**src/hdl/dfc_pkg.sv**
```systemverilog
`timescale 1ns / 1ps
// ----------------------------------------------------------------------------
// dfc_pkg
// Shared types, constants and colormap tables of the dB to false-colour
// pixel core.
// ----------------------------------------------------------------------------
package dfc_pkg;

  localparam int unsigned FRACTION_BITS_DEF = 16;
  localparam int unsigned SAMPLE_BITS_DEF   = 16;

  localparam int unsigned FLOOR_W   = 16;
  localparam int unsigned SPAN_W    = 32;
  localparam int unsigned CFG_IDX_W = 1;
  localparam int unsigned CFG_W     = 32;
  localparam int unsigned CHAN_W    = 8;

  localparam int unsigned NUM_STOPS = 7;
  localparam int unsigned NUM_SEG   = NUM_STOPS - 1;
  localparam int unsigned SEG_W     = 3;
  localparam int unsigned NUM_CHAN  = 3;
  localparam int unsigned RECIP_W   = 14;

  localparam logic signed [FLOOR_W-1:0] DB_FLOOR_RESET = -16'sd25600;
  localparam logic [SPAN_W-1:0]         INV_SPAN_RESET = 32'd167772;

  typedef enum logic [CFG_IDX_W-1:0] {
    CFG_DB_FLOOR = 1'b0,
    CFG_INV_SPAN = 1'b1
  } cfg_idx_e;

  // Stage advance strobes for the per-channel interpolation stages.
  typedef struct packed {
    logic s4;
    logic s5;
    logic s6;
    logic s7;
  } dfc_adv_t;

  localparam logic [7:0] STOP_PCT [NUM_STOPS] = '{
    8'd0, 8'd15, 8'd35, 8'd55, 8'd75, 8'd90, 8'd100
  };

  localparam logic [CHAN_W-1:0] STOP_RGB [NUM_STOPS][NUM_CHAN] = '{
    '{8'd8,   8'd0,   8'd64 },
    '{8'd0,   8'd0,   8'd180},
    '{8'd0,   8'd160, 8'd200},
    '{8'd0,   8'd210, 8'd80 },
    '{8'd230, 8'd230, 8'd0  },
    '{8'd255, 8'd120, 8'd0  },
    '{8'd255, 8'd255, 8'd255}
  };

  // Stop position in fixed point, rounded to nearest.
  function automatic logic [31:0] stop_pos(input logic [7:0] pct, input int unsigned fb);
    logic [63:0] num;
    num = (64'(pct) << fb) + 64'd50;
    return 32'(num / 64'd100);
  endfunction

endpackage

```
**src/hdl/dfc_chan.sv**
```systemverilog
`timescale 1ns / 1ps
// ----------------------------------------------------------------------------
// dfc_chan
// Four-stage linear interpolation of one colour channel within a segment,
// dividing by the segment width through a reciprocal and one correction.
// ----------------------------------------------------------------------------
module dfc_chan
  import dfc_pkg::*;
#(
  parameter int unsigned FRACTION_BITS = FRACTION_BITS_DEF,
  parameter int unsigned CH            = 0
) (
  input  logic                   clk_i,
  input  dfc_adv_t               adv_i,
  input  logic [SEG_W-1:0]       seg_i,
  input  logic [FRACTION_BITS:0] off_i,
  output logic [CHAN_W-1:0]      value_o
);

  localparam int unsigned TW = FRACTION_BITS + 1;
  localparam int unsigned XW = FRACTION_BITS + 9;
  localparam int unsigned K  = FRACTION_BITS + 9;
  localparam int unsigned PW = XW + 1;
  localparam int unsigned QW = 9;

  localparam logic [TW-1:0] POS [NUM_STOPS] = '{
    TW'(stop_pos(STOP_PCT[0], FRACTION_BITS)),
    TW'(stop_pos(STOP_PCT[1], FRACTION_BITS)),
    TW'(stop_pos(STOP_PCT[2], FRACTION_BITS)),
    TW'(stop_pos(STOP_PCT[3], FRACTION_BITS)),
    TW'(stop_pos(STOP_PCT[4], FRACTION_BITS)),
    TW'(stop_pos(STOP_PCT[5], FRACTION_BITS)),
    TW'(stop_pos(STOP_PCT[6], FRACTION_BITS))
  };

  localparam logic [TW-1:0] SPAN [NUM_SEG] = '{
    POS[1] - POS[0], POS[2] - POS[1], POS[3] - POS[2],
    POS[4] - POS[3], POS[5] - POS[4], POS[6] - POS[5]
  };

  localparam logic [RECIP_W-1:0] RECIP [NUM_SEG] = '{
    RECIP_W'((64'd1 << K) / 64'(SPAN[0])),
    RECIP_W'((64'd1 << K) / 64'(SPAN[1])),
    RECIP_W'((64'd1 << K) / 64'(SPAN[2])),
    RECIP_W'((64'd1 << K) / 64'(SPAN[3])),
    RECIP_W'((64'd1 << K) / 64'(SPAN[4])),
    RECIP_W'((64'd1 << K) / 64'(SPAN[5]))
  };

  // Stage 4: scaled offset, biased for a ceiling when the channel falls
  logic [CHAN_W-1:0] a_s4, b_s4, delta_s4;
  logic              down_s4;
  logic [XW-1:0]     x_d, x_q;
  logic [SEG_W-1:0]  seg4_q;

  always_comb begin
    a_s4     = STOP_RGB[seg_i][CH];
    b_s4     = STOP_RGB[seg_i + SEG_W'(1)][CH];
    down_s4  = (b_s4 < a_s4);
    delta_s4 = down_s4 ? (a_s4 - b_s4) : (b_s4 - a_s4);
    x_d      = XW'(off_i) * XW'(delta_s4);
    if (down_s4) begin
      x_d = x_d + XW'(SPAN[seg_i]) - XW'(1);
    end
  end

  always_ff @(posedge clk_i) begin
    if (adv_i.s4) begin
      x_q    <= x_d;
      seg4_q <= seg_i;
    end
  end

  // Stage 5: quotient estimate, low by at most one
  logic [XW+RECIP_W-1:0] rp_s5;
  logic [QW-1:0]         qe_d, qe5_q;
  logic [XW-1:0]         x5_q;
  logic [SEG_W-1:0]      seg5_q;

  always_comb begin
    rp_s5 = (XW+RECIP_W)'(x_q) * (XW+RECIP_W)'(RECIP[seg4_q]);
    qe_d  = rp_s5[K+QW-1:K];
  end

  always_ff @(posedge clk_i) begin
    if (adv_i.s5) begin
      qe5_q  <= qe_d;
      x5_q   <= x_q;
      seg5_q <= seg4_q;
    end
  end

  // Stage 6: back-multiply the estimate
  logic [PW-1:0]    p2_d, p2_q;
  logic [QW-1:0]    qe6_q;
  logic [XW-1:0]    x6_q;
  logic [SEG_W-1:0] seg6_q;

  assign p2_d = PW'(qe5_q) * PW'(SPAN[seg5_q]);

  always_ff @(posedge clk_i) begin
    if (adv_i.s6) begin
      p2_q   <= p2_d;
      qe6_q  <= qe5_q;
      x6_q   <= x5_q;
      seg6_q <= seg5_q;
    end
  end

  // Stage 7: correct the quotient, apply it to the lower stop and clamp
  logic [PW-1:0]       rem_s7;
  logic [QW-1:0]       q_s7;
  logic [CHAN_W-1:0]   a_s7, b_s7;
  logic signed [QW:0]  v_s7;
  logic [CHAN_W-1:0]   value_d, value_q;

  always_comb begin
    a_s7   = STOP_RGB[seg6_q][CH];
    b_s7   = STOP_RGB[seg6_q + SEG_W'(1)][CH];
    rem_s7 = PW'(x6_q) - p2_q;
    q_s7   = qe6_q + QW'(rem_s7 >= PW'(SPAN[seg6_q]));
    if (b_s7 < a_s7) begin
      v_s7 = signed'((QW+1)'(a_s7)) - signed'((QW+1)'(q_s7));
    end else begin
      v_s7 = signed'((QW+1)'(a_s7)) + signed'((QW+1)'(q_s7));
    end
    if (v_s7 < 0) begin
      value_d = '0;
    end else if (v_s7 > signed'((QW+1)'(255))) begin
      value_d = '1;
    end else begin
      value_d = v_s7[CHAN_W-1:0];
    end
  end

  always_ff @(posedge clk_i) begin
    if (adv_i.s7) begin
      value_q <= value_d;
    end
  end

  assign value_o = value_q;

endmodule

```
**config.mk**
```make
export PLATFORM = sky130hd
export DESIGN_NAME = dfc_chan
export DESIGN_NICKNAME = d
export VERILOG_FILES = /design/src/hdl/dfc_pkg.sv /design/src/hdl/dfc_chan.sv
export SDC_FILE = /design/constraint.sdc
export NUM_CORES = 1
export LEC_CHECK = 0
export BUFFER_PORTS_ARGS = -buffer_cell sky130_fd_sc_hd__buf_4
export CORE_MARGIN = 5
export CORE_UTILIZATION = 65
export DETAILED_ROUTE_END_ITERATION = 6
export GPL_ROUTABILITY_DRIVEN = 0
export HOLD_SLACK_MARGIN = 0.02
export PLACE_DENSITY_LB_ADDON = 0.3
export SLEW_MARGIN = 5
export SYNTH_ARGS = -nofsm -noshare
export SYNTH_HDL_FRONTEND = slang
export SYNTH_SLANG_ARGS = --single-unit
```
**constraint.sdc**
```tcl
create_clock -name clk_i -period 31.5 [get_ports clk_i]
set_input_delay 6.3 -clock clk_i [delete_from_list [all_inputs] [get_ports clk_i]]
set_output_delay 6.3 -clock clk_i [all_outputs]
set_load 0.03 [all_outputs]
```
==> results of run 1 <==
-- kinds of logic (layout without fill, tap and decap cells) --
family          after synthesis  count (layout)  synth area share
flops                       135             135             0.167
mux                          10              10           0.00427
buf+inv                     615             645            0.0948
compound gates              318             318            0.0854
fa+ha+maj                   693             693             0.481
xor+xnor                    113             113            0.0415
other cells                   0               1                 0
simple gates                572             572             0.126
-- final cells by class --
type	count	area, µm²
Multi-Input combinational cell	1706	18000
Clock buffer	19	433
Tap cell	468	586
Fill cell	2681	11100
Antenna cell	1	2.50
Clock inverter	12	144
Timing Repair Buffer	41	308
Inverter	573	2150
Sequential cell	135	4050
-- stage by stage --
| step | cell area (µm²) | hold WS, ns | worst slack [ns] | util | instances |
|---|---|---|---|---|---|
| finish | 25700 | 0.418 | 14.49 | 0.698 | 2955 |
| global placement | 25100 | 0.401 | 14.81 | 0.682 | 2923 |
| detailed placement | 25100 | 0.405 | 14.23 | 0.682 | 2923 |
| floorplan | 24300 | 0.400 | 16.01 | - | 2456 |
| CTS | 25700 | 0.418 | 14.68 | 0.697 | 2954 |
| global route | 25700 | 0.418 | 13.75 | 0.698 | 2955 |
-- critical path, delay by kind of cell --
family / cells / cell delay (ns)
xor+xnor: 5 / 1.90
fa+ha+maj: 8 / 3.51
simple gates: 6 / 0.83
compound gates: 16 / 4.04
buf+inv: 7 / 0.57
-- registers in the layout, indices dropped and copies added, names as in the netlist --
| register | flops |
|---|---|
| p2_q | 25 |
| qe5_q | 9 |
| qe6_q | 9 |
| seg4_q | 3 |
| seg5_q | 3 |
| seg6_q | 3 |
| value_o | 8 |
| x5_q | 25 |
| x6_q | 25 |
| x_q | 25 |
-- cells in the mapped netlist, types with 6 or more instances --
cell type  instances
nor2b_1           86
nand2b_1          41
o21ai_0           76
a21o_1            38
a21boi_0          13
a31oi_1           11
mux2i_1            7
and3_1            59
clkbuf_1          40
fa_1             405
nand3_1           16
nor2_1            56
nor3_1            25
a211o_1            7
nand2_1          131
ha_1             288
o21bai_1          10
nand4_1           14
a21oi_1           84
o21a_1            24
or2_2              6
and2_1           125
inv_1            573
xnor2_1           78
edfxtp_1         135
a211oi_1           6
xor2_1            33
-- final timing paths --
kind | from | end | slack (ns) | cells past startpoint
setup reg to reg | p2_q[1] | value_o[4] | 22.46 | 38
setup / recovery | seg_i[0] | x_q[24] | 14.49 | 42
hold reg to reg | x5_q[15] | x6_q[15] | 0.42 | 0
hold / removal | x5_q[15] | x6_q[15] | 0.42 | 0
-- routing by layer --
| layer | GRT usage | part of all wire | routed length, µm | vias to the layer above |
|---|---|---|---|---|
| met2 | 0.470 | 0.51 | 26900 | 556 |
| met3 | 0.0490 | 0.062 | 3260 | 121 |
| met4 | 0.0894 | 0.030 | 1570 | 0 |
| met5 | 0 | 0 | 0 | - |
| met1 | 0.329 | 0.39 | 20600 | 8491 |
| li1 | - | - | - | 7848 |
==> results.json, run 1 <==
{
  "status": "finished clean",
  "grt-ovfl-total": 0,
  "nNetsFinal": 3192,
  "worst_path_largest_cell_delay_ns": 0.97,
  "max_slew_margin": 0.172,
  "die_y_um": 204,
  "period_minus_slack_ns": 17.01,
  "wl_per_cell_um": 17.7,
  "core_area_um2": 36800,
  "first_global_vias": 18686,
  "drt_first_pass_iters": 5,
  "synth_area_per_cell_um2": 9.91,
  "mostFrequentLayoutCell": "inv_1",
  "holdBufCountCts": 0,
  "post-cts-setup-buffer-count": 0,
  "ys_seq_area_frac": 0.167,
  "ys_warn_count": 0,
  "crit_top_cell": "inv_1",
  "initial_core_util": 0.662,
  "synth_edf_count": 135,
  "final_cell_mix": "inv_1, fa_1, ha_1",
  "ys_ff_latch": 135,
  "synth_fp_nets": 3174,
  "numCtsBuffers": 17,
  "setup_viol": 0,
  "grt_max_degree": 73,
  "cts_tree": "done",
  "clock_latency_ns": 0.43,
  "initialDrtViolationCount": 927,
  "clock.fmax_ghz": 0.0588,
  "synth_top_area_share": 0.333,
  "synth.area.top_cells": "fa_1, edfxtp_1, ha_1",
  "critPathArrivalTime_ns": 17.18,
  "start_kind": "input pin",
  "finalSetupTns_ns": 0,
  "cts-root-buf": "clkbuf_16",
  "via_per_inst": 5.76,
  "vias": 17016,
  "end_kind": "register",
  "cts_resized": 0,
  "ys.flop_type": "edfxtp_1",
  "worstMarginPinSlew_ns": 1.24,
  "rsz0062_at_grt": "no",
  "hold_viol": 0,
  "post_route_cells_drive_above_1_share": 0.0366,
  "worstPathRequired_ns": 31.67,
  "routed_wl_um": 52400,
  "cap_viol_max_count": 0,
  "yosysUniqueCellTypes": 70,
  "drv_slew": 0,
  "path_class": "input pin to register",
  "rows": 70,
  "io_pins": 33,
  "clk_path_buf_depth": 2,
  "ctsHtreeMaxLevel": 4,
  "grt_usage": 0.265,
  "hold_class": "register to register",
  "port_buffers": 32,
  "grt_pass1_wl_um": 89000,
  "die_w_um": 204,
  "fin_worst_skew_ns": 0.00717,
  "syn-cell-area_um2": 24300,
  "dp_hpwl_um": 44000,
  "synthArstFlopShare": 0,
  "drc": 0,
  "synth_cells": 2456,
  "postRouteAntennaNets": 0,
  "clock-sinks": 135,
  "fin_crit_sh": 0.540,
  "cts.clk_slew.worst_paths_ns": 0.06,
  "antenna_found_initial": 1,
  "die-area_um2": 41400,
  "area_growth_pct": 5.43,
  "path_max_fanout": 17,
  "critPathSlowestCell": "xor2_1",
  "yosysTopAreaCell": "fa_1"
}
Power of run 1 is not shown: default switching activity piles up to over one toggle a cycle in this logic, so the estimate is an artifact.
==> inputs of run 2 (changes only) <==
==> constraint.sdc (replaced) <==
create_clock -name clk_i -period 15.7 [get_ports clk_i]
set_input_delay 3.14 -clock clk_i [delete_from_list [all_inputs] [get_ports clk_i]]
set_output_delay 3.14 -clock clk_i [all_outputs]
set_load 0.03 [all_outputs]
==> run 2 against run 1 <==
Design area barely moved. Core utilization barely moved. Highest routed layer unchanged. Global-route usage grew 0.27 points. Clock skew increased by 0.0028 ns. Critical path type unchanged. Wire length rose by 1.3%. Largest cell class unchanged.
==> results.json, run 2 (synthesis results as in run 1) <==
{
  "fin_crit_sh": 0.881,
  "critical_path.top_delay_family": "compound AO/OA/AOI/OAI gates",
  "grt_pass1_wl_um": 89900,
  "area_growth_pct": 5.42,
  "post-route-cell-area_um2": 25700,
  "nNetsFinal": 3192,
  "hold_viol": 0,
  "path_max_fanout": 17,
  "max_slew_margin": 0.135,
  "place_inst": 2923,
  "first_global_vias": 18848,
  "placed_cell_area_um2": 25100,
  "fin_worst_skew_ns": 0.0100,
  "setup_viol": 0,
  "grt_max_degree": 73,
  "mostFrequentLayoutCell": "inv_1",
  "via_per_inst": 5.81,
  "die_w_um": 204,
  "rows": 70,
  "die_y_um": 204,
  "initialDrtViolationCount": 1007,
  "critPathSlowestCell": "o21ai_1",
  "numCtsBuffers": 17,
  "drc": 0,
  "worstPathRequired_ns": 15.87,
  "initial_core_util": 0.662,
  "worst_path_largest_cell_delay_ns": 0.96,
  "rsz0062_at_grt": "no",
  "core_area_um2": 36800,
  "layout_setup_ws_ns": 1.86,
  "stdcell_count": 2954,
  "antenna_found_initial": 0,
  "drt_first_pass_iters": 7,
  "grt-ovfl-total": 0,
  "port_buffers": 32,
  "cts_resized": 0,
  "dp_hpwl_um": 44100,
  "post-place-ws_ns": 1.62,
  "crit_top_cell": "inv_1",
  "vias": 17163,
  "cts-root-buf": "clkbuf_16",
  "finalSetupTns_ns": 0,
  "drv_slew": 0,
  "worstMarginPinSlew_ns": 1.30,
  "post-cts-setup-buffer-count": 0,
  "status": "finished clean",
  "post_route_cells_drive_above_1_share": 0.0370,
  "clk_path_buf_depth": 2,
  "period_minus_slack_ns": 13.84,
  "cts.clk_slew.worst_paths_ns": 0.06,
  "postRouteAntennaNets": 0,
  "hold_class": "register to register",
  "end_kind": "register",
  "path_class": "input pin to register",
  "routed_wl_um": 53000,
  "clock_latency_ns": 0.43,
  "start_kind": "input pin",
  "grt_usage": 0.268,
  "wl_per_cell_um": 18.0,
  "clock-sinks": 135,
  "clock.fmax_ghz": 0.0723,
  "cap_viol_max_count": 0,
  "io_pins": 33,
  "n_antenna_cell": 0,
  "final_cell_mix": "inv_1, fa_1, ha_1",
  "die-area_um2": 41400,
  "critPathArrivalTime_ns": 14.01,
  "ctsHtreeMaxLevel": 4,
  "holdBufCountCts": 0,
  "crit_buf_inv": 7,
  "cts_tree": "done"
}
-- run 2: cell count changes in the layout (fill, tap and decap cells not counted), sizes merged --
cell	change
clkbuf	-1
diode	-1
clkinvlp	+2
inv	-1
-- run 2: worst paths after layout --
kind         cells after the start  slack (ns)      from    endpoint
max reg2reg                     38        6.64   p2_q[1]  value_o[4]
min reg2reg                      0        0.42  x5_q[15]    x6_q[15]
min                              0        0.42  x5_q[15]    x6_q[15]
max                             42        1.86  seg_i[0]     x_q[24]
-- run 2: through the flow --
step	util	hold WS, ns
floorplan	-	0.400
global placement	0.682	0.401
detailed placement	0.682	0.405
CTS	0.697	0.419
global route	0.698	0.424
finish	0.698	0.419
-- run 2: final cells by class --
type / count / area [µm²]
Multi-Input combinational cell: 1706 / 18000
Fill cell: 2714 / 11100
Sequential cell: 135 / 4050
Inverter: 573 / 2150
Tap cell: 468 / 586
Clock buffer: 18 / 429
Timing Repair Buffer: 41 / 308
Clock inverter: 13 / 146
-- run 2: metal layers --
metal,track usage,share of wire,vias to the layer above
met5,0,0,-
met4,0.0867,0.031,0
met3,0.0482,0.065,132
met2,0.479,0.51,591
met1,0.331,0.39,8594
li1,-,-,7846
Power of run 2 is left out for the same reason.
